[src/sv/apfp_pkg.sv]
// Shared types and constants for the audio presented frame projector.
// Used by every module of the block; depends on nothing else.
package apfp_pkg;

    localparam int FRAME_W = 64;
    localparam int MS_W    = 32;
    localparam int RATE_W  = 19;

    localparam logic [RATE_W-1:0] RATE_RESET = 19'd48000;

    // Nanoseconds to milliseconds is done one 16-bit digit per step.
    // The top digit is always below one million, so it needs no step.
    localparam int DIV_STEPS = 3;
    localparam int DIGIT_W   = 16;
    localparam int REM_W     = 20;
    localparam logic [REM_W-1:0] NS_PER_MS = 20'd1000000;
    // floor(x / 15625) for x below 2**30 equals (x * magic) >> 44.
    localparam logic [30:0] DIV15625_MAGIC = 31'd1125899907;
    localparam int DIV15625_SHIFT = 44;

    // floor(x / 1000) for any 32-bit x equals (x * magic) >> 38.
    localparam logic [9:0]  MS_PER_S      = 10'd1000;
    localparam logic [28:0] DIV1000_MAGIC = 29'd274877907;
    localparam int DIV1000_SHIFT = 38;

    typedef enum logic [1:0] {
        OP_PHYS  = 2'd0,
        OP_LOGIC = 2'd1,
        OP_QUERY = 2'd2
    } opcode_t;

    typedef enum logic [2:0] {
        KIND_STORED = 3'd0,
        KIND_REJECT = 3'd1,
        KIND_FRAME  = 3'd2,
        KIND_REPEAT = 3'd3,
        KIND_NONE   = 3'd4
    } kind_t;

    // One word as it travels down the pipeline after the decision stage.
    typedef struct packed {
        kind_t              kind;
        logic               upd_ms;  // accepted publish: load anchor time
        logic               phys;    // anchor time comes from the ns divider
        logic [63:0]        ns;
        logic [MS_W-1:0]    ms;      // logical anchor time or query time
        logic [FRAME_W-1:0] frame;   // anchor frame for a projection
        logic [FRAME_W-1:0] room;    // tail minus frame minus one
    } item_t;

endpackage

[src/sv/apfp_ms_div.sv]
// Pipelined nanosecond to millisecond divider, one 16-bit quotient digit
// per pair of stages; every word rides along. Depends on apfp_pkg.
module apfp_ms_div
    import apfp_pkg::*;
(
    input  logic  aclk,
    input  logic  aresetn,
    input  logic  en,
    input  logic  in_valid,
    input  item_t in_item,
    output logic  out_valid,
    output item_t out_item
);

    logic               va_reg   [DIV_STEPS];
    item_t              ita_reg  [DIV_STEPS];
    logic [35:0]        num_reg  [DIV_STEPS];
    logic [DIGIT_W-1:0] qa_reg   [DIV_STEPS];
    logic [MS_W-1:0]    quoa_reg [DIV_STEPS];

    logic               vb_reg   [DIV_STEPS];
    item_t              itb_reg  [DIV_STEPS];
    logic [REM_W-1:0]   remb_reg [DIV_STEPS];
    logic [MS_W-1:0]    quob_reg [DIV_STEPS];

    genvar k;
    generate
        for (k = 0; k < DIV_STEPS; k++) begin : g_step
            logic               src_valid;
            item_t              src_item;
            logic [REM_W-1:0]   src_rem;
            logic [MS_W-1:0]    src_quo;
            logic [35:0]        num;
            logic [60:0]        qprod;
            logic [35:0]        qm;
            logic [35:0]        rem_full;

            if (k == 0) begin : g_first
                assign src_valid = in_valid;
                assign src_item  = in_item;
                assign src_rem   = {4'd0, in_item.ns[63:48]};
                assign src_quo   = '0;
            end else begin : g_next
                assign src_valid = vb_reg[k-1];
                assign src_item  = itb_reg[k-1];
                assign src_rem   = remb_reg[k-1];
                assign src_quo   = quob_reg[k-1];
            end

            // Dividing by one million is a shift by six, then by 15625.
            assign num      = {src_rem, src_item.ns[47-DIGIT_W*k -: DIGIT_W]};
            assign qprod    = 61'(num[35:6]) * 61'(DIV15625_MAGIC);
            assign qm       = 36'(qa_reg[k]) * 36'(NS_PER_MS);
            assign rem_full = num_reg[k] - qm;

            always_ff @(posedge aclk) begin
                if (!aresetn) begin
                    va_reg[k] <= 1'b0;
                    vb_reg[k] <= 1'b0;
                end else if (en) begin
                    va_reg[k] <= src_valid;
                    vb_reg[k] <= va_reg[k];
                end
            end

            always_ff @(posedge aclk) begin
                if (en) begin
                    ita_reg[k]  <= src_item;
                    num_reg[k]  <= num;
                    qa_reg[k]   <= qprod[DIV15625_SHIFT+DIGIT_W-1:DIV15625_SHIFT];
                    quoa_reg[k] <= src_quo;
                    itb_reg[k]  <= ita_reg[k];
                    remb_reg[k] <= rem_full[REM_W-1:0];
                    quob_reg[k] <= {quoa_reg[k][MS_W-DIGIT_W-1:0], qa_reg[k]};
                end
            end
        end
    endgenerate

    always_comb begin
        out_item = itb_reg[DIV_STEPS-1];
        if (out_item.phys) begin
            out_item.ms = quob_reg[DIV_STEPS-1];
        end
    end

    assign out_valid = vb_reg[DIV_STEPS-1];

endmodule

[config.mk]
export PLATFORM = sky130hd
export DESIGN_NAME = apfp_ms_div
export DESIGN_NICKNAME = d
export VERILOG_FILES = /design/src/sv/apfp_pkg.sv /design/src/sv/apfp_ms_div.sv
export SDC_FILE = /design/constraint.sdc
export NUM_CORES = 2
export LEC_CHECK = 0
export BUFFER_PORTS_ARGS = -buffer_cell sky130_fd_sc_hd__buf_2
export CORE_MARGIN = 1.5
export CORE_UTILIZATION = 33
export CTS_BUF_LIST = sky130_fd_sc_hd__clkbuf_2
export DETAILED_ROUTE_END_ITERATION = 8
export GPL_TIMING_DRIVEN = 0
export RECOVER_POWER = 100
export SLEW_MARGIN = 20
export SYNTH_ARGS = -nofsm -noshare
export SYNTH_HDL_FRONTEND = slang
export SYNTH_SLANG_ARGS = --single-unit
export TNS_END_PERCENT = 1
[constraint.sdc]
create_clock -name aclk -period 15 [get_ports aclk]
set_input_delay 1.5 -clock aclk [delete_from_list [all_inputs] [get_ports aclk]]
set_output_delay 1.5 -clock aclk [all_outputs]
set_load 0.005 [all_outputs]
# Yosys cells after proc, flatten, opt, wreduce, memory -nomap -nowiden
# Memory sizes are Yosys's and may differ from the RTL's.
# Index checks and enable logic that the tools add are counted.
[word_totals] regBits=0 output_inout_bits=230 in_bits=233 word_cells=36 mem_bits_rw=1788 n_memories=9
[memory_table] memory="ita_reg" words=3 word_bits=229 rd=3 rd_clocked_by_memory_dff=0 wr=3 line_no="apfp_ms_div.sv:16" rtl="item_t ita_reg [DIV_STEPS];"
[memory_table] memory="itb_reg" words=3 word_bits=229 rd=3 rd_clocked_by_memory_dff=0 wr=3 line_no="apfp_ms_div.sv:22" rtl="item_t itb_reg [DIV_STEPS];"
[memory_table] memory="num_reg" words=3 word_bits=36 rd=3 rd_clocked_by_memory_dff=0 wr=3 line_no="apfp_ms_div.sv:17" rtl="logic [35:0] num_reg [DIV_STEPS];"
[memory_table] memory="quoa_reg" words=3 word_bits=32 rd=3 rd_clocked_by_memory_dff=0 wr=3 line_no="apfp_ms_div.sv:19" rtl="logic [MS_W-1:0] quoa_reg [DIV_STEPS];"
[memory_table] memory="quob_reg" words=3 word_bits=32 rd=3 rd_clocked_by_memory_dff=0 wr=3 line_no="apfp_ms_div.sv:24" rtl="logic [MS_W-1:0] quob_reg [DIV_STEPS];"
[memory_table] memory="remb_reg" words=3 word_bits=20 rd=2 rd_clocked_by_memory_dff=0 wr=3 line_no="apfp_ms_div.sv:23" rtl="logic [REM_W-1:0] remb_reg [DIV_STEPS];"
[memory_table] memory="3 more memories"
[classes] muxes=12 mul=6 n_addsub=3 bitwise=6
[ops] operator="$mul A30 B31 Y60 const B" n=2
[ops] operator="$sub A20 B20 Y20" n=3
[ops] operator="$mul A26 B31 Y57 const B" n=1
[ops] operator="$mul A16 B14 Y14 const B" n=3
[ops] operator="$mux W32" n=1
[ops] operator="$mux W1" n=11
[ops] operator="$or A1 B1 Y1" n=6

# Logic depth before layout (Yosys ltp)
[depth] ltp_word=4 ltp_mapped=27

# Least setup slack after synthesis
# OpenSTA, ideal clock, no wires.
[synth_path] path_type="input port to flip-flop" start="input port in_item[206] (netlist bit)" end="memory qa_reg[0][12] (data pin)" cell_stages=22 n_path_buf=0 setup_ps=257 arrival_time_ps=7325 required_ps=14743 path_slack_ps=7418 path_cell_list="inv_1 > fa_1 > inv_1 > fa_1 > fa_1 > inv_1 > fa_1 > inv_1 > fa_1 > fa_1 > fa_1 > ha_1 > a21o_1 > a21o_1 > a221oi_1 > o21ai_0 > a21oi_1 > a211o_1 > nand3_1 > or4_1 > a31o_2 > xor2_1"
[synth_lines] item="from (decl)" line_no="apfp_ms_div.sv:10" rtl="input item_t in_item,"
[synth_lines] item="to (decl)" line_no="apfp_ms_div.sv:18" rtl="logic [DIGIT_W-1:0] qa_reg [DIV_STEPS];"

==> impl_results.md <==
* Outcome: finished with violations
* Violations in the final reports: capacitance limit, slew limit
* Reg2Reg Setup Slack at 6470 ps
* Starting utilization of the core area at 0.3317
* Cell count after synthesis at 5823
* Congestion Overflow GR at 0
* Tightest Pin Transition at 7398 ps
* Length in cells of the worst reg-to-reg path at 23
* Wire length of the first global-routing pass at 287.8 mm
* Worst Hold Class: register to register
* Setup clock skew after layout at 246.7 ps
* Sinks on the clock net at 1517
* Die W at 519.0 µm
* Final setup TNS at 0 ps
* Nets in the synthesized netlist at 7957
* Pins Over Slew Limit at 539
* Max-cap violations at 5
* Total number of vias at 45750
* Flip-flop and latch count after synthesis at 1517
* Y dimension of the die at 519.0 µm
* CTS tree: built
* Worst-case setup slack after placement at 5954 ps
* Number of port buffers at 462
* TritonRoute pass-1 iters at 5
* Most frequently used flop master after synthesis: edfxtp_1
* GPL Wtd Cong at 0.9045
* Number of hold-slack violations in the final timing report at 0
* Cell types occupying the most area after synthesis: edfxtp_1 52%, fa_1 20%, ha_1 14%
* Fraction of synthesized cell area taken by the top area cell type at 0.5178
* Crit path arrival time at 10220 ps
* Number of antenna-violating nets in the routed design at 0
* Setup repair after global routing missed its margin: false
* Proportion of synthesized chip area in sequential cells at 0.5182
* End point of the most critical hold path: itb_reg[0][440]$_DFFE_PP_
* Placed Cells at 9829
* Initial antenna violation count at 20
* Number of standard cells in the final layout excluding fillers at 10730
* Post-layout net count at 9051
* H-Tree Level Count at 5
* Timing-limited maximum frequency at 107.7 MHz
* Data required time of the critical path at 15930 ps
* Category of the worst setup path launch point: input pin
* Synth async-reset ratio at 0
* Core Region at 264900 µm²
* Final worst path period need at 9289 ps
* GR Util All Layers at 0.1411
* Routed via count divided by cell count at 4.263
* Worst-case setup margin in the final layout at 5711 ps
* Drt initial violations at 2257
* Cell type with the highest aggregate area in the netlist: edfxtp_1
* Cell depth of the worst hold path at 0
* Combined area of all synthesized cells at 87860 µm²
* Pin count of the biggest net entering global routing at 157
* Resize count post-CTS at 0
* Setup CP Type: input pin to register
* Endpoint kind of the worst setup timing path: register
* Wire length per cell after detailed routing at 17.54 µm
* Worst flop-to-flop path endpoint: qa_reg[0][31]$_DFFE_PP_
* Avg Inst Size Synth at 15.09 µm²
* Number of synthesized flops with an enable pin at 1515
* Critical R2R Launch: itb_reg[0][186]$_DFFE_PP_
* Worst-path clk slew at 80 ps
* Remaining routing DRC violations at 0
* Number of flip-flops under the largest register name at 687
* Post-route fraction of the period consumed by the critical path at 0.6193
* Hold path start: ita_reg[0][440]$_DFFE_PP_
* I/O pin count at 463
* Number of buffers on the longest clock path at 4
* Ratio of cells with drive above 1 in the final layout at 0.1592
* Leading cell type by number of instances after synthesis: edfxtp_1
* Relative slew margins at -3.932
* Clock buffers created by TritonCTS at 387
* Yosys Warn Count at 0
* Unique cell type count in the Yosys netlist at 59
* Fillers at 25270
* Largest driver fanout on the critical path at 150
* Total half-perimeter wirelength after legalization and detailed placement at 148.6 mm
* Via count of the first global-routing pass at 50290
* Die Outline Area at 269400 µm²
* Insertion delay to the later sink of the worst-skew pair at 1790 ps
* Synth top cells by count: 1515 x edfxtp_1, 1425 x inv_1, 1007 x ha_1
* Total wire length after detailed routing at 188.2 mm
* Area Overhead vs Synth at 14.30%
* Master cell of the clock root buffer: clkbuf_2
* Number of rows in the core area at 189
* Number of endpoints failing setup at the final stage at 0
[per-stage QoR]
| step | instance area, µm² | util | hold WS, ps |
|---|---|---|---|
| 2_1_floorplan | 87860 | - | 400.3 |
| 3_3_place_gp | 94590 | 0.3572 | 400.0 |
| 3_5_place_dp | 94910 | 0.3584 | 404.5 |
| 4_1_cts | 100800 | 0.3804 | 8.724 |
| 5_1_grt | 100400 | 0.3792 | 192.0 |
| 6_report | 100400 | 0.3792 | 214.2 |
[what timing repair did]
| action | CTS | global route |
|---|---|---|
| hold buffers | 232 | 0 |
| setup buffers | 0 | 0 |
| hold endpoints to repair | 272 | 0 |
[layout by cell type (no fill, tap or decap), types with 9 or more instances in the layout]
cell / Yosys / routed
and3_1: 23 / 23
nor2b_1: 21 / 21
nand3_1: 30 / 30
buf_4: 197 / 87
nor3_1: 19 / 19
clkbuf_2: 0 / 540
nor2_1: 56 / 56
mux2_2: 32 / 29
diode_2: 0 / 10
a21o_1: 69 / 69
clkbuf_4: 0 / 108
a211oi_1: 8 / 9
edfxtp_1: 1515 / 1515
nand2b_1: 14 / 14
a21oi_1: 108 / 108
clkinv_2: 0 / 11
ha_1: 1007 / 1007
clkbuf_1: 3 / 163
dlygate4sd3_1: 0 / 232
clkinv_1: 0 / 81
nand2_1: 69 / 69
fa_1: 894 / 894
nand4_1: 19 / 19
o21a_1: 13 / 13
inv_1: 1425 / 1425
xor2_1: 34 / 34
inv_6: 0 / 9
xnor2_1: 71 / 71
or2_2: 18 / 18
buf_2: 0 / 309
o21ai_0: 75 / 75
[metal layers]
layer,up-vias,track usage,share of wire
met1,22700,0.1701,0.41
li1,21660,-,-
met3,356,0.03095,0.053
met5,-,0,0.00041
met2,1024,0.2437,0.50
met4,12,0.05725,0.038
[cell families (layout without fill, tap and decap cells)]
family                   after synthesis  after routing  synth area share
adder cells (fa/ha/maj)             1901           1901            0.3471
buffers and inverters               1628           2993           0.07797
flip-flops                          1517           1517            0.5182
AO/OA/AOI/OAI                        341            341           0.02476
AND/OR/NAND/NOR                      297            297           0.01713
XOR/XNOR                             105            105           0.01047
multiplexers                          34             34          0.004329
other                                  0             10                 0
[cell type report]
cell class / instances / area, µm² / share of cell area
tap: 3533 / 4420 / 0.04402
multi-input combinational: 2678 / 35440 / 0.3529
antenna: 10 / 25.02 / 0.0002492
inverter: 1425 / 5349 / 0.05326
clock inverter: 122 / 822.0 / 0.008185
timing repair buffer: 705 / 4653 / 0.04633
clock buffer: 538 / 2693 / 0.02681
buffer: 203 / 1494 / 0.01488
sequential: 1517 / 45530 / 0.4534
[how the worst max path moves through the flow]
stage	endpoint	slack [ps]	startpoint	cells after the start
2_1_floorplan	qa_reg[0][12]$_DFFE_PP_	7420	in_item[206]	22
3_3_place_gp	vb_reg[0]$_DFFE_PP_	-12180	en	2
3_5_place_dp	qa_reg[0][12]$_DFFE_PP_	5950	in_item[206]	25
4_1_cts	qa_reg[0][41]$_DFFE_PP_	6790	remb_reg[0][22]$_DFFE_PP_	25
5_1_grt	qa_reg[0][38]$_DFFE_PP_	5020	en	3
6_report	qa_reg[0][35]$_DFFE_PP_	5710	en	3
[critical path: stages]
cell and delay [ps]:
dlygate4sd3_1 520, clkbuf_1 2590, clkbuf_1 5300
Power is not shown: default switching activity piles up to over one toggle a cycle in this logic, so the estimate is an artifact.
