**src/sv/apfp_pkg.sv**
```systemverilog
// Shared types and constants for the audio presented frame projector.
// Used by every module of the block; depends on nothing else.
package apfp_pkg;

    localparam int FRAME_W = 64;
    localparam int MS_W    = 32;
    localparam int RATE_W  = 19;

    localparam logic [RATE_W-1:0] RATE_RESET = 19'd48000;

    // Nanoseconds to milliseconds is done one 16-bit digit per step.
    // The top digit is always below one million, so it needs no step.
    localparam int DIV_STEPS = 3;
    localparam int DIGIT_W   = 16;
    localparam int REM_W     = 20;
    localparam logic [REM_W-1:0] NS_PER_MS = 20'd1000000;
    // floor(x / 15625) for x below 2**30 equals (x * magic) >> 44.
    localparam logic [30:0] DIV15625_MAGIC = 31'd1125899907;
    localparam int DIV15625_SHIFT = 44;

    // floor(x / 1000) for any 32-bit x equals (x * magic) >> 38.
    localparam logic [9:0]  MS_PER_S      = 10'd1000;
    localparam logic [28:0] DIV1000_MAGIC = 29'd274877907;
    localparam int DIV1000_SHIFT = 38;

    typedef enum logic [1:0] {
        OP_PHYS  = 2'd0,
        OP_LOGIC = 2'd1,
        OP_QUERY = 2'd2
    } opcode_t;

    typedef enum logic [2:0] {
        KIND_STORED = 3'd0,
        KIND_REJECT = 3'd1,
        KIND_FRAME  = 3'd2,
        KIND_REPEAT = 3'd3,
        KIND_NONE   = 3'd4
    } kind_t;

    // One word as it travels down the pipeline after the decision stage.
    typedef struct packed {
        kind_t              kind;
        logic               upd_ms;  // accepted publish: load anchor time
        logic               phys;    // anchor time comes from the ns divider
        logic [63:0]        ns;
        logic [MS_W-1:0]    ms;      // logical anchor time or query time
        logic [FRAME_W-1:0] frame;   // anchor frame for a projection
        logic [FRAME_W-1:0] room;    // tail minus frame minus one
    } item_t;

endpackage

```
**src/sv/apfp_proj.sv**
```systemverilog
// Projection pipeline: elapsed time against the stored anchor time, scaling
// by the sample rate, division by 1000 and clamping. Depends on apfp_pkg.
module apfp_proj
    import apfp_pkg::*;
(
    input  logic               aclk,
    input  logic               aresetn,
    input  logic               en,
    input  logic [RATE_W-1:0]  rate,
    input  logic               in_valid,
    input  item_t              in_item,
    output logic               out_valid,
    output item_t              out_item,
    output logic [FRAME_W-1:0] out_proj
);

    localparam int STAGES = 6;

    logic [STAGES-1:0]  vld_reg;
    item_t              it_reg [STAGES];
    logic [MS_W-1:0]    anchor_ms_reg;

    logic [MS_W-1:0]    diff;
    logic [30:0]        elapsed;
    logic [30:0]        e0_reg, e1_reg;
    logic [59:0]        prod1;
    logic [21:0]        a_reg;
    logic [31:0]        am;
    logic [30:0]        bdiff;
    logic [9:0]         b_reg;
    logic [40:0]        ar2_reg, ar3_reg, ar4_reg;
    logic [28:0]        br_reg;
    logic [57:0]        prod4;
    logic [19:0]        c_reg;
    logic [41:0]        sum;
    logic [FRAME_W-1:0] sum_ext;
    logic [FRAME_W-1:0] proj_reg;

    // A backward clock, seen as a negative difference, counts as no time.
    assign diff    = in_item.ms - anchor_ms_reg;
    assign elapsed = diff[31] ? 31'd0 : diff[30:0];

    assign prod1   = 60'(e0_reg) * 60'(DIV1000_MAGIC);
    assign am      = 32'(a_reg) * 32'(MS_PER_S);
    assign bdiff   = e1_reg - am[30:0];
    assign prod4   = 58'(br_reg) * 58'(DIV1000_MAGIC);
    assign sum     = 42'(ar4_reg) + 42'(c_reg);
    assign sum_ext = {{(FRAME_W-42){1'b0}}, sum};

    always_ff @(posedge aclk) begin
        if (!aresetn) begin
            vld_reg <= '0;
        end else if (en) begin
            vld_reg <= {vld_reg[STAGES-2:0], in_valid};
        end
    end

    always_ff @(posedge aclk) begin
        if (en) begin
            it_reg[0] <= in_item;
            for (int i = 1; i < STAGES; i++) begin
                it_reg[i] <= it_reg[i-1];
            end
            if (in_valid && in_item.upd_ms) begin
                anchor_ms_reg <= in_item.ms;
            end
            e0_reg   <= elapsed;
            a_reg    <= prod1[DIV1000_SHIFT+21:DIV1000_SHIFT];
            e1_reg   <= e0_reg;
            b_reg    <= bdiff[9:0];
            ar2_reg  <= 41'(a_reg) * 41'(rate);
            br_reg   <= 29'(b_reg) * 29'(rate);
            ar3_reg  <= ar2_reg;
            c_reg    <= prod4[DIV1000_SHIFT+19:DIV1000_SHIFT];
            ar4_reg  <= ar3_reg;
            proj_reg <= (sum_ext > it_reg[4].room) ? it_reg[4].room : sum_ext;
        end
    end

    assign out_valid = vld_reg[STAGES-1];
    assign out_item  = it_reg[STAGES-1];
    assign out_proj  = proj_reg;

endmodule

```
**config.mk**
```make
export PLATFORM = sky130hd
export DESIGN_NAME = apfp_proj
export DESIGN_NICKNAME = d
export VERILOG_FILES = /design/src/sv/apfp_pkg.sv /design/src/sv/apfp_proj.sv
export SDC_FILE = /design/constraint.sdc
export NUM_CORES = 2
export LEC_CHECK = 0
export BUFFER_PORTS_ARGS = -buffer_cell sky130_fd_sc_hd__buf_4
export CORE_MARGIN = 2
export CORE_UTILIZATION = 35
export CTS_CLUSTER_SIZE = 40
export DETAILED_ROUTE_END_ITERATION = 12
export GPL_ROUTABILITY_DRIVEN = 0
export PLACE_DENSITY_LB_ADDON = 0.12
export SYNTH_ARGS = -nofsm -noshare
export SYNTH_HDL_FRONTEND = slang
export SYNTH_SLANG_ARGS = --single-unit
```
**constraint.sdc**
```tcl
create_clock -name aclk -period 7.2 [get_ports aclk]
set_input_delay 0 -clock aclk [delete_from_list [all_inputs] [get_ports aclk]]
set_output_delay 0 -clock aclk [all_outputs]
set_load 0.01 [all_outputs]
```
* Yosys cells after proc, flatten, opt, wreduce, memory -nomap -nowiden
Memories as Yosys holds them, arrays and structs flattened.
Index checks and enable logic that the tools add are counted.
W data, S select, Z words.
** Storage, ports and cells
- Input port bits :: 252
- Memory bits (writable) :: 1374
- Output and inout bits :: 294
- Bits in registers :: 347
- Memories kept :: 1
- Word-level logic and storage cells :: 28
** Cells by class
- Reductions and logical operators :: 2
- Multipliers :: 5
- Mux-type cells :: 3
- $add $sub $neg :: 3
- Order comparisons :: 1
** Memory list
- it_reg :: depth 6, width 229, read ports 6, clocked after Yosys merged registers in 0, write ports 6, RTL line apfp_proj.sv:20 : item_t it_reg [STAGES];
** Operators by type and width (count)
- $gt A42 B64 Y1 :: 1
- $mul A31 B29 Y60 const B :: 1
- $mul A29 B29 Y58 const B :: 1
- $add A41 B20 Y42 :: 1
- $mux W42 :: 1
- $mul A22 B19 Y41 :: 1
- $sub A32 B32 Y32 :: 1
- $mul A10 B19 Y29 :: 1
- $mul A22 B7 Y7 const B :: 1
- $sub A10 B10 Y10 :: 1
- $mux W1 :: 2
- $reduce_and A2 Y1 :: 1
- $logic_and A1 B1 Y1 :: 1

* Depth between registers and ports, before layout
- Depth in word-level cells :: 3
- Depth in mapped cells :: 25
- Gate-level depth less buffers :: 25

* Worst setup path after synthesis
OpenSTA, ideal clock, no wires.
- Path kind :: register -> register
- Start :: register e0_reg[8]
- End :: register a_reg[21], data pin
- Path buffers :: 0
- Arrival :: 6694 ps
- Period minus slack after synthesis :: 6953 ps
- Stages on the path, launching flop included :: 26
- Setup time :: 259 ps
- Path slack :: 247 ps
- Data required time :: 6941 ps
- Cells stage by stage :: edfxtp_1 -> ha_1 -> fa_1 -> fa_1 -> inv_1 -> fa_1 -> inv_1 -> fa_1 -> inv_1 -> fa_1 -> inv_1 -> fa_1 -> inv_1 -> fa_1 -> inv_1 -> ha_1 -> a21o_1 -> a21oi_1 -> o221ai_1 -> nand2_1 -> nand3b_1 -> a211oi_2 -> o21ai_2 -> a211oi_1 -> o31ai_1 -> or2_1
** On the way
- Word-level cells in the longest chain between the ends :: 1
** RTL lines
- start, declared :: RTL line apfp_proj.sv:25 : logic [30:0] e0_reg, e1_reg;
- start signal, assigned :: RTL line apfp_proj.sv:67 : e0_reg <= elapsed;
- $mul A31 B29 Y60 :: RTL line apfp_proj.sv:43 : assign prod1 = 60'(e0_reg) * 60'(DIV1000_MAGIC);
- net prod1[59] :: RTL line apfp_proj.sv:26 : logic [59:0] prod1;
- end signal, assigned :: RTL line apfp_proj.sv:68 : a_reg <= prod1[DIV1000_SHIFT+21:DIV1000_SHIFT];
- end, declared :: RTL line apfp_proj.sv:27 : logic [21:0] a_reg;
The timed path passes the listed nets, and every way through them passes these cells.
A chain may end at the register's enable or synchronous reset.

* Final worst setup path
- Start :: register br_reg[11]
- End :: register c_reg[18], data pin
** On the way
- Word-level cells in the longest chain between the ends :: 1
** RTL lines
- start, declared :: RTL line apfp_proj.sv:32 : logic [28:0] br_reg;
- start signal, assigned :: RTL line apfp_proj.sv:72 : br_reg <= 29'(b_reg) * 29'(rate);
- $mul A29 B29 Y58 :: RTL line apfp_proj.sv:46 : assign prod4 = 58'(br_reg) * 58'(DIV1000_MAGIC);
- net prod4[56] :: RTL line apfp_proj.sv:33 : logic [57:0] prod4;
- end signal, assigned :: RTL line apfp_proj.sv:74 : c_reg <= prod4[DIV1000_SHIFT+19:DIV1000_SHIFT];
- end, declared :: RTL line apfp_proj.sv:34 : logic [19:0] c_reg;
The timed path passes the listed nets, and every way through them passes these cells.

==> metrics.md <==
| Metric | Value |
|---|---|
| Vias per cell | `~4.5` |
| Sink Count | `1,721` |
| Area of placed instances | `0.1134 mm²` |
| Status | `completed` |
| Total GRT Usage | `0.1587` |
| Crit Reg-Reg Endpoint | `c_reg[18]` |
| GRT overflow | `0` |
| Post-synthesis cell type count | `76` |
| Crit-path cells | `buf_6 > ha_4 > fa_2 > fa_1 > inv_2 > fa_1 > inv_1 > fa_1 > fa_1 > fa_1 > inv_1 > fa_1 > inv_2 > ha_4 > a21o_1 > a221o_1 > o211ai_4 > nand3_2 > o31a_1 > a41o_2 > o221ai_4 > nor2_4 > a2111oi_4 > xnor2_1` |
| Die Height | `545.4 µm` |
| CP Launch Type | `flip-flop` |
| Non-filler cells, final | `12,930` |
| Data arrival time of the worst path | `7.71 ns` |
| # IOs | `546` |
| Core area | `~0.3 mm²` |
| Nets | `11,200` |
| Number of CTS-inserted buffers | `192` |
| Worst Reg-to-Reg Cells | `24` |
| Setup-failing EPs final | `0` |
| Most common cell after layout, fill and taps aside | `edfxtp_1` |
| Port bufs | `545` |
| TritonCTS clock tree | `built` |
| Initial antenna violation count | `10` |
| Hold Path Stages | `4` |
| Min Clock Period, post-route | `approximately 7.2 ns` |
| Placed insts | `~12,000` |
| Critical Path Fanout Max | `4` |
| Clock Path Buffers | `4` |
| Number of synthesized flops with an enable pin | `approximately 1,700` |
| Initial Utilization | `0.3522` |
| Sequential area share after synthesis | `0.5031` |
| Ys async rst share | `0` |
| RSZ-0062 raised after global routing | `yes` |
| CP most frequent cell | `fa_1` |
| Most frequent cells in the layout | `edfxtp_1, inv_1, fa_1` |
| Clk_lat worst skew | `0.86 ns` |
| Syn Std Cell Area | `0.1026 mm²` |
| Reg-to-reg slack, setup | `~0.04 ns` |
| # rows | `198` |
| Post-Synthesis Cells | `7,420` |
| Area of the multi-input gates | `0.04566 mm²` |
| Clock Skews | `0.04924 ns` |
| Vias in the first global route | `about 63,000` |
| Post-DRT Antenna Nets | `0` |
| Worst EP required | `7.75 ns` |
| Final period util | `0.9943` |
| Area Growth Syn to Fin | `23.21%` |
| Hpwl dp | `180,100 µm` |
| 1st-pass router iterations | `7` |
| Drt total wl | `236,500 µm` |
| Vias | `57,800` |
| Syn Area/Cell | `13.83 µm²` |
| Number of synthesized register bits | `approximately 1,700` |
| Total area of sequential cells | `between 0.05 and 0.06 mm²` |
| First DRT Iteration DRCs | `3,061` |
| Max_slew headroom | `0.3014` |
| Min-Delay Path Class | `input pin to flip-flop` |
| Clk slew on worst S/H paths | `~0.06 ns` |
| Post-route cell area | `0.1264 mm²` |
| CP endpoint kind | `flip-flop` |
| Syn. warnings | `0` |
| Clk root buf | `clkbuf_16` |
| Final Hold Fails | `0` |
| First-pass GRT wire length | `367,600 µm` |
| Die W | `545.4 µm` |
| Largest net degree at the start of global routing | `between 150 and 200` |
| Fill cell count | `27,010` |
| Worst r2r src | `br_reg[11]` |
| Routed WL per cell | `18.29 µm` |
| Max Cap Viol | `0` |
| Die ar. | `0.2975 mm²` |
| Top_reg_cell synth | `edfxtp_1` |
| Setup CP Type | `flip-flop to flip-flop` |
| Worst slew pin tran | `1.048 ns` |
| Setup crit end | `c_reg[18]` |
| Largest stage delay, worst path | `0.50 ns` |
| CP max stage cell | `fa_1` |
| Min Hold Slack | `0.1069 ns` |
| H-tree depth | `4` |
| Layout cell share with drive strength beyond 1 | `0.1551` |
| Max reg flops | `1,374` |
| Drc violations | `0` |
| Pins Over Slew Limit | `0` |
| CP startpoint | `br_reg[11]` |
| Fmax | `139.7 MHz` |
-- kinds of logic after synthesis --
logic type	count (synthesis)	synth area share
xor gates and xnor gates	154	0.01315
other	1	0.00003655
adders and majority gates	2076	0.3286
and+or+nand+nor	1111	0.05187
muxes	26	0.002756
AOI/OAI and AO/OA	558	0.03552
buffers and inverters	1773	0.06493
DFF	1721	0.5031
-- synth_stat cells (5+ instances only) --
| cell type | count | area [µm²] |
|---|---|---|
| a211o_1 | 6 | 52.55 |
| a211oi_1 | 29 | 217.7 |
| a21boi_0 | 6 | 45.04 |
| a21o_1 | 98 | 735.7 |
| a21oi_1 | 160 | 800.8 |
| a221oi_1 | 6 | 52.55 |
| a31o_2 | 5 | 43.79 |
| a31oi_1 | 27 | 168.9 |
| and2_1 | 240 | 1501 |
| and3_1 | 20 | 125.1 |
| and4_1 | 7 | 61.31 |
| buf_2 | 5 | 25.02 |
| clkbuf_1 | 122 | 457.9 |
| dfxtp_1 | 6 | 120.1 |
| edfxtp_1 | 1715 | 51500 |
| fa_1 | 1031 | 20640 |
| ha_1 | 1045 | 13080 |
| inv_1 | 1644 | 6171 |
| mux2_2 | 18 | 202.7 |
| mux2i_1 | 8 | 80.08 |
| nand2_1 | 497 | 1866 |
| nand2b_1 | 20 | 125.1 |
| nand3_1 | 51 | 255.2 |
| nand3b_1 | 5 | 37.54 |
| nand4_1 | 26 | 162.7 |
| nor2_1 | 132 | 495.5 |
| nor2b_1 | 25 | 156.4 |
| nor3_1 | 37 | 185.2 |
| nor3b_1 | 8 | 60.06 |
| nor4_1 | 9 | 56.30 |
| o211ai_1 | 11 | 82.58 |
| o21a_1 | 23 | 172.7 |
| o21ai_0 | 105 | 525.5 |
| o21bai_1 | 25 | 187.7 |
| o31ai_1 | 6 | 45.04 |
| or2_2 | 9 | 56.30 |
| or3_1 | 14 | 87.58 |
| xnor2_1 | 99 | 867.1 |
| xor2_1 | 55 | 481.7 |
-- through the flow --
step / worst slack [ns] / util / TNS (ns)
after floorplan: 0.2472 / - / 0
after global placement: -0.2772 / 0.3893 / -2.831
after detailed placement: -0.3393 / 0.3893 / -4.131
after CTS: -0.008810 / 0.4277 / -0.008810
after global routing: -0.1962 / 0.4339 / -1.173
final: 0.04099 / 0.4339 / 0
-- worst max-delay path, delay by kind of cell, from the launching register on --
| kind | cells | cell delay [ns] |
|---|---|---|
| adder cells (fa/ha/maj) | 9 | 3.65 |
| AO/OA/AOI/OAI | 7 | 2.09 |
| flip-flops | 1 | 0.49 |
| buffers and inverters | 5 | 0.35 |
| AND/OR/NAND/NOR | 2 | 0.20 |
| XOR/XNOR | 1 | 0.11 |
-- timing repair --
item / CTS / global route
hold endpoints to repair: 563 / 0
gates resized for setup: 45 / 184
setup buffers: 8 / 86
pin swaps: 18 / 141
hold buffers: 465 / 0
setup endpoints to repair: 26 / 32
-- final cells by class --
type,instances,area share
sequential,1721,0.4084
multi-input combinational,3947,0.3612
timing repair buffer,1370,0.09374
inverter,1644,0.04884
clock buffer,229,0.03967
tap,3900,0.03860
clock inverter,119,0.009562
antenna,1,0.00001980
-- worst min-delay path by stage --
stage | from | endpoint
after global routing | rate[2] | br_reg[2]
after detailed placement | in_item[74] | it_reg[0][74]
after CTS | rate[2] | br_reg[2]
after floorplan | in_item[128] | anchor_ms_reg[0]
after global placement | in_item[226] | it_reg[0][226]
final | rate[2] | br_reg[2]
-- metal layers --
metal | GRT usage | vias up | routed length (µm)
li1 | - | 27470 | -
met1 | 0.2121 | 29150 | 105300
met2 | 0.2733 | 888 | 117300
met3 | 0.02243 | 277 | 8993
met4 | 0.03444 | 12 | 4817
met5 | 0 | - | 68
Power is not shown: default switching activity piles up to over one toggle a cycle in this logic, so the estimate is an artifact.
