**src/sv/apfp_pkg.sv**
```systemverilog
// Shared types and constants for the audio presented frame projector.
// Used by every module of the block; depends on nothing else.
package apfp_pkg;

    localparam int FRAME_W = 64;
    localparam int MS_W    = 32;
    localparam int RATE_W  = 19;

    localparam logic [RATE_W-1:0] RATE_RESET = 19'd48000;

    // Nanoseconds to milliseconds is done one 16-bit digit per step.
    // The top digit is always below one million, so it needs no step.
    localparam int DIV_STEPS = 3;
    localparam int DIGIT_W   = 16;
    localparam int REM_W     = 20;
    localparam logic [REM_W-1:0] NS_PER_MS = 20'd1000000;
    // floor(x / 15625) for x below 2**30 equals (x * magic) >> 44.
    localparam logic [30:0] DIV15625_MAGIC = 31'd1125899907;
    localparam int DIV15625_SHIFT = 44;

    // floor(x / 1000) for any 32-bit x equals (x * magic) >> 38.
    localparam logic [9:0]  MS_PER_S      = 10'd1000;
    localparam logic [28:0] DIV1000_MAGIC = 29'd274877907;
    localparam int DIV1000_SHIFT = 38;

    typedef enum logic [1:0] {
        OP_PHYS  = 2'd0,
        OP_LOGIC = 2'd1,
        OP_QUERY = 2'd2
    } opcode_t;

    typedef enum logic [2:0] {
        KIND_STORED = 3'd0,
        KIND_REJECT = 3'd1,
        KIND_FRAME  = 3'd2,
        KIND_REPEAT = 3'd3,
        KIND_NONE   = 3'd4
    } kind_t;

    // One word as it travels down the pipeline after the decision stage.
    typedef struct packed {
        kind_t              kind;
        logic               upd_ms;  // accepted publish: load anchor time
        logic               phys;    // anchor time comes from the ns divider
        logic [63:0]        ns;
        logic [MS_W-1:0]    ms;      // logical anchor time or query time
        logic [FRAME_W-1:0] frame;   // anchor frame for a projection
        logic [FRAME_W-1:0] room;    // tail minus frame minus one
    } item_t;

endpackage

```
**src/sv/apfp_out.sv**
```systemverilog
// Result stage: adds the projection to the anchor frame, keeps the answer
// monotonic and holds the result register. Depends on apfp_pkg.
module apfp_out
    import apfp_pkg::*;
(
    input  logic               aclk,
    input  logic               aresetn,
    input  logic               en,
    input  logic               in_valid,
    input  item_t              in_item,
    input  logic [FRAME_W-1:0] in_proj,
    output logic               m_valid,
    output logic [2:0]         m_result_kind,
    output logic               m_frame_valid,
    output logic [FRAME_W-1:0] m_current_frame
);

    logic               valid_reg;
    kind_t              kind_reg;
    logic               fv_reg, fv_next;
    logic [FRAME_W-1:0] cf_reg, cf_next;
    logic [FRAME_W-1:0] last_reg;
    logic [FRAME_W-1:0] frame;
    logic [FRAME_W-1:0] answer;

    assign frame  = in_item.frame + in_proj;
    assign answer = (frame > last_reg) ? frame : last_reg;

    always_comb begin
        case (in_item.kind)
            KIND_FRAME: begin
                fv_next = 1'b1;
                cf_next = answer;
            end
            KIND_REPEAT: begin
                fv_next = 1'b1;
                cf_next = last_reg;
            end
            default: begin
                fv_next = 1'b0;
                cf_next = '0;
            end
        endcase
    end

    always_ff @(posedge aclk) begin
        if (!aresetn) begin
            valid_reg <= 1'b0;
            last_reg  <= '0;
        end else if (en) begin
            valid_reg <= in_valid;
            if (in_valid && in_item.kind == KIND_FRAME) begin
                last_reg <= answer;
            end
        end
    end

    always_ff @(posedge aclk) begin
        if (en) begin
            kind_reg <= in_item.kind;
            fv_reg   <= fv_next;
            cf_reg   <= cf_next;
        end
    end

    assign m_valid         = valid_reg;
    assign m_result_kind   = kind_reg;
    assign m_frame_valid   = fv_reg;
    assign m_current_frame = cf_reg;

endmodule

```
**config.mk**
```make
export PLATFORM = sky130hd
export DESIGN_NAME = apfp_out
export DESIGN_NICKNAME = d
export VERILOG_FILES = /design/src/sv/apfp_pkg.sv /design/src/sv/apfp_out.sv
export SDC_FILE = /design/constraint.sdc
export NUM_CORES = 1
export LEC_CHECK = 0
export CORE_UTILIZATION = 47
export CTS_BUF_LIST = sky130_fd_sc_hd__clkbuf_8 sky130_fd_sc_hd__clkbuf_16
export DETAILED_ROUTE_END_ITERATION = 7
export DONT_BUFFER_PORTS = 1
export PLACE_DENSITY = 0.68
export SLEW_MARGIN = 30
export SYNTH_ARGS = -nofsm -noshare
export SYNTH_HDL_FRONTEND = slang
export SYNTH_SLANG_ARGS = --single-unit
```
**constraint.sdc**
```tcl
create_clock -name aclk -period 9.1 [get_ports aclk]
set_input_delay 1.365 -clock aclk [delete_from_list [all_inputs] [get_ports aclk]]
set_output_delay 1.365 -clock aclk [all_outputs]
set_load 0.03 [all_outputs]
```
# Word-level counts from Yosys, hierarchy flattened
# Index checks and enable logic that the tools add are counted.
[classes]
add_sub_neg = 1
n_lt_le_gt_ge = 1
n_eq_ne = 2
mux = 3
n_reduce_logical = 3
[op_table]
columns = ["cell", "count"]
rows = [
  ["$pmux W64 S2", 1],
  ["$add A64 B64 Y64", 1],
  ["$gt A64 B64 Y1", 1],
  ["$mux W64", 1],
  ["$eq A3 B2 Y1 const B", 2],
  ["$reduce_and A2 Y1", 1],
  ["$reduce_or A2 Y1", 1],
  ["$logic_and A1 B1 Y1", 1],
  ["$mux W1", 1],
]
[word_totals]
ff_bits = 133
in_bits = 297
elab_cells = 15

# Longest topological paths before layout
# Gate-level depths: netlist of run 1.
[logic_depth]
word_depth = 4
mapped_depth = 24
depth_no_buf = 22

# Worst setup path after synthesis of run 1
# No wires, ideal clock.
[synth_timing]
path_kind = "input to register"
startpoint = "input port in_item[64] (netlist bit)"
endpoint = "register cf_reg[57] (netlist: m_current_frame[57]) (data pin)"
setup_ns = 0.261
arrival_time_ns = 5.455
required_ns = 8.839
slack_ns = 3.384
cell_stages = 23
path_buffers = 2
cell_sequence = "ha_1 > inv_1 > fa_1 > nand2b_1 > a21oi_1 > o21a_1 > o31ai_4 > o31a_2 > o31ai_4 > nor3_2 > xor2_1 > inv_1 > ha_1 > o21ai_0 > o21ai_0 > o211ai_1 > a41oi_1 > o21ai_1 > nand2_1 > buf_4 > clkbuf_1 > a31oi_1 > nand3_1"
[synth_between]
elab_chain_len = 4
[synth_rtl]
columns = ["item", "line", "source"]
rows = [
  ["start: declaration", "apfp_out.sv:10", "input item_t in_item,"],
  ["$add A64 B64 Y64 (*)", "apfp_out.sv:26", "assign frame = in_item.frame + in_proj;"],
  ["$gt A64 B64 Y1", "apfp_out.sv:27", "assign answer = (frame > last_reg) ? frame : last_reg;"],
  ["$mux W64 (*)", "apfp_out.sv:27", ""],
  ["$pmux W64 S2 (*)", "apfp_out.sv:30", "case (in_item.kind)"],
  ["named net cf_next[57]", "apfp_out.sv:21", "logic [FRAME_W-1:0] cf_reg, cf_next;"],
  ["end signal: assignment", "apfp_out.sv:62", "cf_reg <= cf_next;"],
  ["end: declaration", "apfp_out.sv:21", ""],
]
# Mark *: on every way through the listed nets, which the timed path passes. The rest lies on a longest branch.
# A chain may end at the register's enable or synchronous reset.

# Worst setup path after layout of run 1
[layout_timing]
startpoint = "input port in_item[96] (netlist bit)"
endpoint = "register last_reg[55]"
[layout_between]
elab_chain_len = 3
[layout_rtl]
columns = ["item", "line", "source"]
rows = [
  ["$add A64 B64 Y64 (*)", "apfp_out.sv:26", ""],
  ["$gt A64 B64 Y1", "apfp_out.sv:27", ""],
  ["$mux W64 (*)", "apfp_out.sv:27", ""],
  ["end signal: assignment", "apfp_out.sv:53", "last_reg <= answer;"],
  ["end: declaration", "apfp_out.sv:22", "logic [FRAME_W-1:0] last_reg;"],
]
# Every way passes the cells marked *; elsewhere a longest branch is shown, timed or not.

==> results of run 1 <==
-- metal layers --
layer	part of all wire	vias to the layer above
li1	-	4974
met1	0.48	4698
met2	0.42	394
met3	0.075	55
met4	0.029	0
met5	0	-
-- where the power goes --
group / switching [mW] / internal [mW] / leakage [nW]
Clock: 0.276 / 0.362 / 0.279
Combinational: 0.414 / 0.234 / 2.91
Sequential: 0.0504 / 0.659 / 1.23
Total: 0.741 / 1.25 / 4.42
-- logic make-up after synthesis --
group,synth area share
and+or+nand+nor,0.198
AOI/OAI and AO/OA,0.234
buffers and inverters,0.0676
DFF,0.296
adders and majority gates,0.142
xor gates and xnor gates,0.0418
muxes,0.0198
-- worst paths after layout --
path                       end  slack, ns  depth (start not counted)
setup / recovery  last_reg[55]       2.03                         20
hold / removal    last_reg[14]       0.45                          2
setup reg to reg  last_reg[55]       5.15                         10
hold reg to reg   last_reg[14]       0.45                          2
-- area by class of cell --
type                            instances  area, µm²
Tap cell                              319        399
Inverter                               99        372
Clock buffer                           18        450
Sequential cell                       133       3340
Fill cell                            2309      11600
Multi-Input combinational cell       1096       7210
Clock inverter                         14       88.8
Timing Repair Buffer                    8       60.1
-- through the flow --
stage / cell area (µm²) / cells / hold WS [ns] / total power [mW] / setup WS (ns)
6_report: 11900 / 1687 / 0.455 / 2.00 / 2.03
2_1_floorplan: 11300 / 1397 / 0.436 / 1.22 / 3.38
4_1_cts: 11900 / 1687 / 0.455 / 2.00 / 2.09
3_5_place_dp: 11400 / 1655 / 0.446 / 1.36 / 1.66
5_1_grt: 11900 / 1687 / 0.469 / 2.11 / 1.58
3_3_place_gp: 11400 / 1655 / 0.442 / 1.35 / 1.71
-- worst max-delay path, delay by kind of cell --
kind | cells | cell delay, ns
fa+ha+maj | 2 | 0.68
xor+xnor | 1 | 0.12
compound gates | 11 | 3.15
simple gates | 6 | 2.08
-- layout by cell type, fill, tap and decap left out, types with 4 or more instances in the layout --
cell type,count
a21oi_1,180
nand2_1,172
ha_1,127
nor2_1,121
inv_1,100
edfxtp_1,68
dfxtp_1,65
o21ai_0,63
nand3_1,49
nand4_1,43
a21o_1,36
xnor2_1,32
xor2_1,22
mux2i_1,19
clkbuf_16,18
nor3_1,15
o21bai_1,14
a31oi_1,12
a211oi_1,11
and2_1,11
o22ai_1,10
o211ai_1,9
or3_1,9
o31ai_1,8
and3_1,8
buf_4,8
nor2b_1,7
a22o_1,7
o21a_1,5
nand2b_1,4
o21ai_1,4
a211oi_2,4
a221oi_1,4
nor4_1,4
o2bb2ai_1,4
clkinv_4,4
clkinv_2,4
==> summary.txt, run 1 <==
Floorplan
  – Ports: between 300 and 400
  – Die height: approximately 160 µm
  – DIE AREA: roughly 0.025 mm²
  – Chip Width: roughly 160 µm
  – Core footprint: 0.0235 mm²
  – Num rows: 56
  – Starting Density: 0.480

Detailed routing
  – Vias per std cell: about 6.0
  – Post-route ant nets: 0
  – DR WL/cell: 19.1 µm
  – Drt pass-1 iters: 5
  – Iteration-0 DRC Markers: about 860
  – Vias: a little over 10k
  – Total Routed Length: 32200 µm
  – DRC violations left: 0

Timing
  – RSZ-0062 raised after global routing: no
  – Worst Skew: roughly 0.016 ns
  – Max-slew headroom: 0.405
  – Minimum clock period: 7.07 ns
  – Period utilisation layout: 0.777
  – Setup TNS: 0 ns
  – Actual slew at the worst max-slew pin: 0.892 ns
  – Final setup viols: 0
  – Final Slew Violations: 0
  – Final Hold Fails: 0
  – Max frequency: approximately 140 MHz

Synth
  – Register area share after synthesis: 0.296
  – Most frequent cell after synthesis: a21oi_1
  – Top post-synthesis cells by area: edfxtp_1, ha_1, dfxtp_1, a21oi_1, nand2_1
  – Syn Std Cell Area: 0.0113 mm²
  – Mapped Cells: about 1.4k
  – Post-synth net total: around 1.8k
  – Synth Area per Inst: slightly above 8 µm²
  – Area share of the largest cell type after synthesis: 0.181
  – Ys flop type: edfxtp_1
  – Biggest area consumer among synthesized cells: edfxtp_1
  – Synth async-reset ratio: 0
  – Synth warnings: 0
  – Cell variety after synth: 93
  – EDFF count, synth: 68
  – Synth top cells by count: a21oi_1, nand2_1, ha_1, nor2_1, inv_1
  – Post-synthesis register bit count: 133

Critical path
  – R2R Path Start: last_reg[21]
  – CP Cell Sequence: ha_1 -> a21oi_1 -> o21ai_0 -> a221oi_1 -> o21ai_0 -> nor3_2 -> a31oi_1 -> a31o_1 -> a21oi_1 -> xnor2_1 -> ha_1 -> nand4_1 -> nor2_1 -> nand3_1 -> a41oi_1 -> o21ai_2 -> a21oi_2 -> nand3_2 -> nor2_1 -> o2bb2ai_1
  – Max stage delay on crit path: roughly 0.6 ns
  – Critical Path Source Type: input pin
  – Worst Setup End Kind: flop
  – Critical path origin: in_item[96]
  – WS Path Type: in -> reg
  – Arrival @ worst endpoint: ~7.4 ns
  – CP required: between 9 and 10 ns
  – Crit-path slowest cell: nor2_1
  – CP Max Fanout: 20

Place
  – Gpl congestion: ~0.90
  – DPL Wire Length: between 20000 and 25000 µm
  – Port Buffer Count: 0

Clock tree
  – Hold buffer count at cts: 0
  – Htree depth: 4
  – Num Clock Sinks: around 130
  – Post_cts resized: 0
  – Root Buffer: clkbuf_16
  – TritonCTS clock tree: done
  – Post-CTS setup buffer count: 0
  – Clock Latency Late Sink: between 0.4 and 0.5 ns
  – Clk buf depth: 2
  – Total CTS buffers: 17
  – Worst-path clk slew: 0.06 ns

Hold path
  – Hold Startpoint: last_reg[14]
  – Hold WC Path Type: reg -> reg

Global routing
  – Initial antenna violation count: 0
  – GRT busiest layer: met2
  – Global-route wire length before repair: 49600 µm
  – Vias in the first global route: between 9k and 10k
  – Global routing usage on met3: 0.0595
  – All-Layer GR Usage: 0.260
  – Met1 usage: 0.368
  – GR Util met2: 0.383
  – GRT Residual Overflow: 0
  – Largest net degree at the start of global routing: 73

Finish
  – Post-layout util: 0.506
  – Area Overhead vs Synth: 5.50%
  – Nets: 1780
  – Ant diodes: 0
  – Share of cells above drive strength 1: 0.0614

Job
  – MaxCap Viol Count: 0

Power and ir drop
  – Peak supply drop: ~86 µV
  – Pwr/cell area: about 170 mW/mm²
  – Leakage: approximately 4.4 nW

Status
  – Run status: finished clean
No activity file was read; power rests on OpenSTA's default activity.
==> inputs of run 2 (changes only) <==
- ABC_AREA: unset -> 1
- clock period: 9.1 -> 7.2 ns (I/O delays scaled with it)
==> run 2 against run 1 <==
Sequential share of layout area down 5.6 points. Cell area rose by 25%. Non-clock buffer count rose by 2. Core utilization up 0.78 points. Sequential cell count unchanged. Wire length grew 31%. Setup slack worse by 0.30 ns. Cell count is 64% higher. Sequential power increased by 27%. Area after synthesis is 24% higher. Register-to-register slack worse by 1.2 ns.
==> summary.txt, run 2 <==
Status
  – Run status: finished clean

Detailed routing
  – Post-route ant nets: 0 (unchanged)
  – Total Routed Length: 42000 µm (+31%)
  – DRC violations left: 0 (unchanged)
  – Met3 routed WL: 3580 µm (+48%)
  – Vias: 14.3k (+42%)
  – WL met2: 18100 µm (+35%)
  – Drt pass-1 iters: 7 (+2)
  – Iteration-0 DRC Markers: 1414 (+64%)
  – Vias per std cell: 5.17 (-14%)
  – DR WL/cell: 15.1 µm (-21%)
  – Max layer used: met5
  – Routed met1 length: 19600 µm (+27%)

Power and ir drop
  – Pwr/cell area: 193 mW/mm² (+15%)
  – Peak supply drop: 187 µV (+120%)
  – Total power: 2.87 mW (+44%)
  – Leakage: 8.34 nW (+89%)

Floorplan
  – Ports: 366 (unchanged)
  – Starting Density: 0.483 (+0.00341)
  – Die height: 175 µm (+11%)
  – DIE AREA: 0.0305 mm² (+24%)
  – Num rows: 62 (+11%)
  – Chip Width: 175 µm (+11%)
  – Core footprint: 0.0290 mm² (+23%)

Timing
  – Final setup viols: 0 (unchanged)
  – RSZ-0062 raised after global routing: no
  – Minimum clock period: around 5.5 ns
  – Final Slew Violations: 0 (unchanged)
  – Period utilisation layout: 0.760
  – Max-slew headroom: 0.433 (+0.0282)
  – Final Hold Fails: 0 (unchanged)
  – Setup TNS: 0 ns (unchanged)
  – Max frequency: between 150 and 200 MHz
  – Actual slew at the worst max-slew pin: 0.848 ns (-0.0443 ns)
  – Worst Skew: 0.0122 ns (-0.00395 ns)

Synth
  – Post-synth net total: 2821 (+55%)
  – Ys flop type: edfxtp_1
  – Synth warnings: 0 (unchanged)
  – Mapped Cells: 2396 (+72%)
  – Top post-synthesis cells by area: nand2_1, edfxtp_1, inv_1, ha_1, dfxtp_1
  – Cell variety after synth: 45 (-52%)
  – Area share of the largest cell type after synthesis: 0.261 (+0.0805)
  – Synth async-reset ratio: 0 (unchanged)
  – Synth Area per Inst: 5.85 µm² (-28%)
  – Biggest area consumer among synthesized cells: nand2_1
  – Most frequent cell after synthesis: nand2_1
  – Register area share after synthesis: 0.238 (-0.0575)
  – Synth top cells by count: nand2_1, inv_1, nand3_1, a21oi_1, ha_1
  – Syn Std Cell Area: 0.0140 mm² (+24%)
  – EDFF count, synth: 68 (unchanged)
  – Post-synthesis register bit count: 133 (unchanged)

Clock tree
  – Num Clock Sinks: 133 (unchanged)
  – Post-CTS setup buffer count: 0 (unchanged)
  – Post_cts resized: 0 (unchanged)
  – Root Buffer: clkbuf_16
  – Hold buffer count at cts: 0 (unchanged)
  – Htree depth: 4 (unchanged)
  – Worst-path clk slew: 0.06 ns (about the same)
  – Clock Latency Late Sink: 0.43 ns (about the same)
  – Clk buf depth: 2 (unchanged)
  – TritonCTS clock tree: done
  – Total CTS buffers: 17 (unchanged)

Place
  – Gpl congestion: 0.991 (+10%)
  – Port Buffer Count: 0 (unchanged)
  – Placed Cells: 2741 (+66%)
  – DPL Wire Length: 33000 µm (+35%)

Critical path
  – Critical Path Source Type: input pin
  – Worst-case reg-to-reg path depth: 15 (+5)
  – Max stage delay on crit path: 0.67 ns (+0.06 ns)
  – Crit-path slowest cell: a21oi_4
  – Reg2Reg Setup Slack: 3.98 ns (-1.17 ns)
  – WS Path Type: in -> reg
  – Reg-to-reg critical path endpoint: m_current_frame[59]
  – R2R Path Start: last_reg[61]
  – Worst Setup End Kind: flop
  – Critical path's most frequent cell: nand2_1
  – CP Max Fanout: 44 (+120%)
  – CP required: 7.36 ns (-2.08 ns)
  – Arrival @ worst endpoint: 5.63 ns (-1.78 ns)

Finish
  – Share of cells above drive strength 1: 0.0414 (-0.0200)
  – Ant diodes: 0 (unchanged)
  – Post-layout util: 0.514 (+0.00779)
  – Commonest non-fill, non-tap cells in the layout: nand2_1, inv_1, nand3_1
  – Nets: 2801 (+57%)
  – Area Overhead vs Synth: 6.37%
  – Commonest non-fill, non-tap cell in the layout: nand2_1
  – Final std cells w/o fill: 2773 (+64%)

Global routing
  – Vias in the first global route: 12.8k (+38%)
  – All-Layer GR Usage: 0.269 (+0.00906)
  – GRT Residual Overflow: 0 (unchanged)
  – Global-route wire length before repair: 64500 µm (+30%)
  – Initial antenna violation count: 1 (+1)
  – Largest net degree at the start of global routing: 71 (-2.7%)

Hold path
  – Worst hold path depth: 2 (unchanged)
  – Worst Hold Path EP: m_current_frame[55]
  – Hold WC Path Type: reg -> reg
  – Hold Startpoint: last_reg[55]

Job
  – MaxCap Viol Count: 0 (unchanged)
## run 2: cell type report
cell class	instances	area (µm²)
Inverter	484	1820
Timing Repair Buffer	10	75.1
Clock buffer	17	425
Sequential cell	133	3340
Fill cell	3103	14100
Multi-Input combinational cell	1730	8600
Tap cell	384	480
Clock inverter	15	180
## run 2: logic make-up after synthesis
family	synth area share
AOI/OAI and AO/OA	0.0784
buffers and inverters	0.150
and+or+nand+nor	0.397
DFF	0.238
adders and majority gates	0.115
xor gates and xnor gates	0.0216
## run 2: how the worst max path moves through the flow
stage | end | cells after the start | slack, ns | startpoint
after global placement | m_current_frame[59] | 30 | 1.46 | in_item[64]
after CTS | m_current_frame[59] | 30 | 1.80 | in_item[64]
after global routing | m_current_frame[46] | 31 | 1.43 | in_item[64]
final | m_current_frame[59] | 30 | 1.73 | in_item[64]
after floorplan | m_current_frame[63] | 28 | 2.92 | in_item[64]
after detailed placement | m_current_frame[59] | 30 | 1.36 | in_item[64]
## run 2: worst max-delay path: cells and delay by family
family / cells / cell delay (ns)
and+or+nand+nor: 20 / 2.03
adders and majority gates: 3 / 0.89
buffers and inverters: 5 / 0.82
AOI/OAI and AO/OA: 2 / 0.80
## run 2: through the flow
step / hold WS [ns] / worst slack [ns] / instance area, µm²
after floorplan: 0.520 / 2.92 / 14000
after CTS: 0.557 / 1.80 / 14900
after global routing: 0.595 / 1.43 / 14900
after global placement: 0.529 / 1.46 / 14300
after detailed placement: 0.540 / 1.36 / 14300
final: 0.557 / 1.73 / 14900
## run 2: layer usage
metal / vias up / track usage
met4: 2 / 0.0736
li1: 7319 / -
met3: 48 / 0.0413
met5: - / 0
met1: 6408 / 0.374
met2: 553 / 0.430
## run 2: report_power, final
group	internal (mW)	total, mW	switching [mW]
sequential	0.836	0.902	0.0662
combinational	0.339	1.07	0.730
clock	0.547	0.901	0.354
==> inputs of run 3 (changes only) <==
- clock period: 7.2 -> 5.71 ns (I/O delays scaled with it)
==> run 3 against run 2 <==
Sequential share of layout area down 0.077 points. Register-to-register slack worse by 1.2 ns. Global-route usage rose by 0.20 points. First-iteration DRC count fell by 15%. Critical path depth is 1 higher. Non-clock buffer count increased by 2. Combinational power rose by 27%. Die area unchanged. Setup slack lost 0.97 ns. Cell count about the same. Critical endpoint is now m_current_frame[58].
==> summary.txt, run 3 (synthesis results as in run 2) <==
Place
  – Port Buffer Count: 0 (unchanged)
  – DPL Wire Length: 33100 µm (+0.16%)
  – Gpl congestion: 1.02 (+2.4%)

Critical path
  – Worst-case reg-to-reg path depth: 16 (+1)
  – Crit-path slowest cell: buf_4
  – Worst Setup End Kind: flop
  – Worst Setup EP: m_current_frame[58]
  – WS Path Type: in -> reg
  – Reg2Reg Setup Slack: 2.74 ns (-1.24 ns)
  – CP required: 5.86 ns (-1.50 ns)
  – Arrival @ worst endpoint: 5.10 ns (-0.53 ns)
  – Reg-to-reg critical path endpoint: m_current_frame[58]
  – Max stage delay on crit path: 0.46 ns (-0.21 ns)
  – Critical path origin: in_item[64]
  – Critical Path Source Type: input pin
  – CP Max Fanout: 44 (unchanged)
  – Critical path's most frequent cell: nand2_1
  – R2R Path Start: last_reg[63]

Timing
  – Final Slew Violations: 0 (unchanged)
  – Period utilisation layout: 0.867
  – Setup TNS: 0 ns (unchanged)
  – Actual slew at the worst max-slew pin: 0.849 ns (+0.00126 ns)
  – Worst Skew: 0.0121 ns (-0.000125 ns)
  – RSZ-0062 raised after global routing: no
  – Max-slew headroom: 0.434 (about the same)
  – Minimum clock period: ~4.9 ns
  – Final Hold Fails: 0 (unchanged)
  – Final setup viols: 0 (unchanged)
  – Max frequency: roughly 200 MHz

Detailed routing
  – Vias: 14.5k (+0.85%)
  – Drt pass-1 iters: 5 (-2)
  – Post-route ant nets: 0 (unchanged)
  – Total Routed Length: 41900 µm (-0.22%)
  – Iteration-0 DRC Markers: 1197 (-15%)
  – Vias per std cell: 5.21 (+0.78%)
  – DR WL/cell: 15.1 µm (-0.30%)
  – DRC violations left: 0 (unchanged)

Power and ir drop
  – NetSw: 1.48 mW (+29%)
  – Pwr/cell area: 248 mW/mm² (+29%)
  – Flop pwr share: 0.306 (-0.008)
  – Leakage: 8.37 nW (+0.43%)
  – Int Pwr: 2.23 mW (+30%)
  – Clock share of power: 0.328 (+0.014)
  – Total power: 3.71 mW (+29%)
  – Peak supply drop: 209 µV (+11%)
  – Logic gate share of total power: 0.366 (-0.006)
  – Switching Fraction: 0.399 (-0.00192)

Hold path
  – Hold WC Path Type: in -> reg

Job
  – MaxCap Viol Count: 0 (unchanged)

Finish
  – Filler instances: 3060 (-1.4%)
  – Nets: 2803 (+0.071%)
  – Area Overhead vs Synth: 6.73%
  – Ant diodes: 0 (unchanged)
  – Share of cells above drive strength 1: 0.0427 (+0.00122)
  – Commonest non-fill, non-tap cell in the layout: nand2_1
  – Commonest non-fill, non-tap cells in the layout: nand2_1, inv_1, nand3_1

Clock tree
  – Post_cts resized: 0 (unchanged)
  – Total CTS buffers: 17 (unchanged)
  – Root Buffer: clkbuf_16
  – Hold buffer count at cts: 0 (unchanged)
  – Post-CTS setup buffer count: 0 (unchanged)
  – Clock Latency Late Sink: 0.43 ns (about the same)
  – Clk buf depth: 2 (unchanged)
  – Worst-path clk slew: 0.06 ns (about the same)
  – Htree depth: 4 (unchanged)
  – Num Clock Sinks: 133 (unchanged)
  – TritonCTS clock tree: done

Global routing
  – Largest net degree at the start of global routing: 71 (unchanged)
  – GRT Residual Overflow: 0 (unchanged)
  – All-Layer GR Usage: 0.271 (+0.00204)
  – Global-route wire length before repair: 65200 µm (+1.0%)
  – Initial antenna violation count: 1 (unchanged)
  – Vias in the first global route: 12.7k (-0.89%)

Floorplan
  – Starting Density: 0.483 (unchanged)
  – Chip Width: 175 µm (unchanged)
  – Die height: 175 µm (unchanged)
  – Num rows: 62 (unchanged)
  – Core footprint: 0.0290 mm² (unchanged)
  – DIE AREA: 0.0305 mm² (unchanged)
  – Ports: 366 (unchanged)

Status
  – Run status: finished clean
-- run 3: cell types whose count changed in the layout (fill, tap and decap cells not counted) --
| cell | previous run | this run |
|---|---|---|
| buf_4 | 10 | 12 |
| bufinv_16 | 3 | 4 |
| clkinv_2 | 2 | 3 |
| clkinv_4 | 3 | 1 |
| clkinvlp_2 | 1 | 0 |
| clkinvlp_4 | 2 | 0 |
| inv_1 | 478 | 477 |
| inv_6 | 4 | 5 |
| inv_8 | 0 | 3 |
-- run 3: worst min path at each step --
stage	from	depth (start not counted)	slack [ns]	endpoint
6_report	in_item[228]	0	0.53	m_result_kind[2]
5_1_grt	in_item[228]	0	0.51	m_result_kind[2]
3_5_place_dp	last_reg[59]	4	0.54	last_reg[59]
3_3_place_gp	last_reg[63]	4	0.53	last_reg[63]
4_1_cts	in_item[228]	0	0.51	m_result_kind[2]
2_1_floorplan	last_reg[57]	4	0.52	last_reg[57]
-- run 3: metrics by stage --
stage / std cells / area (µm²) / utilization / setup WS, ns / hold slack [ns]
after floorplan: 2396 / 14000 / - / 1.65 / 0.520
after global placement: 2743 / 14300 / 0.494 / 0.491 / 0.529
after detailed placement: 2743 / 14300 / 0.494 / 0.416 / 0.544
after CTS: 2775 / 15000 / 0.516 / 0.843 / 0.511
after global routing: 2775 / 15000 / 0.516 / 0.564 / 0.510
final: 2775 / 15000 / 0.516 / 0.762 / 0.532
-- run 3: layer usage --
layer,part of all wire,global-route usage
met3,0.081,0.0407
met4,0.024,0.0848
met2,0.42,0.422
met1,0.47,0.383
met5,0.00041,0
-- run 3: cell type report --
type,count,area [µm²],area share
multi-input combinational,1730,8600,0.574
clock inverter,15,216,0.0145
sequential,133,3340,0.223
inverter,484,1820,0.121
tap,384,480,0.0321
clock buffer,17,425,0.0284
timing repair buffer,12,90.1,0.00602
-- run 3: critical path: cells and delay by family --
kind / cells / cell delay [ns]
adders and majority gates: 3 / 0.89
AOI/OAI and AO/OA: 2 / 0.36
and+or+nand+nor: 20 / 1.90
buffers and inverters: 6 / 1.07
-- run 3: power groups by stage --
stage | clock network [mW] | logic, mW | registers, mW
6_report | 1.22 | 1.36 | 1.14
5_1_grt | 1.27 | 1.53 | 1.14
4_1_cts | 1.23 | 1.34 | 1.14
3_5_place_dp | 0 | 1.33 | 1.16
3_3_place_gp | 0 | 1.30 | 1.16
2_1_floorplan | 0 | 1.01 | 1.15
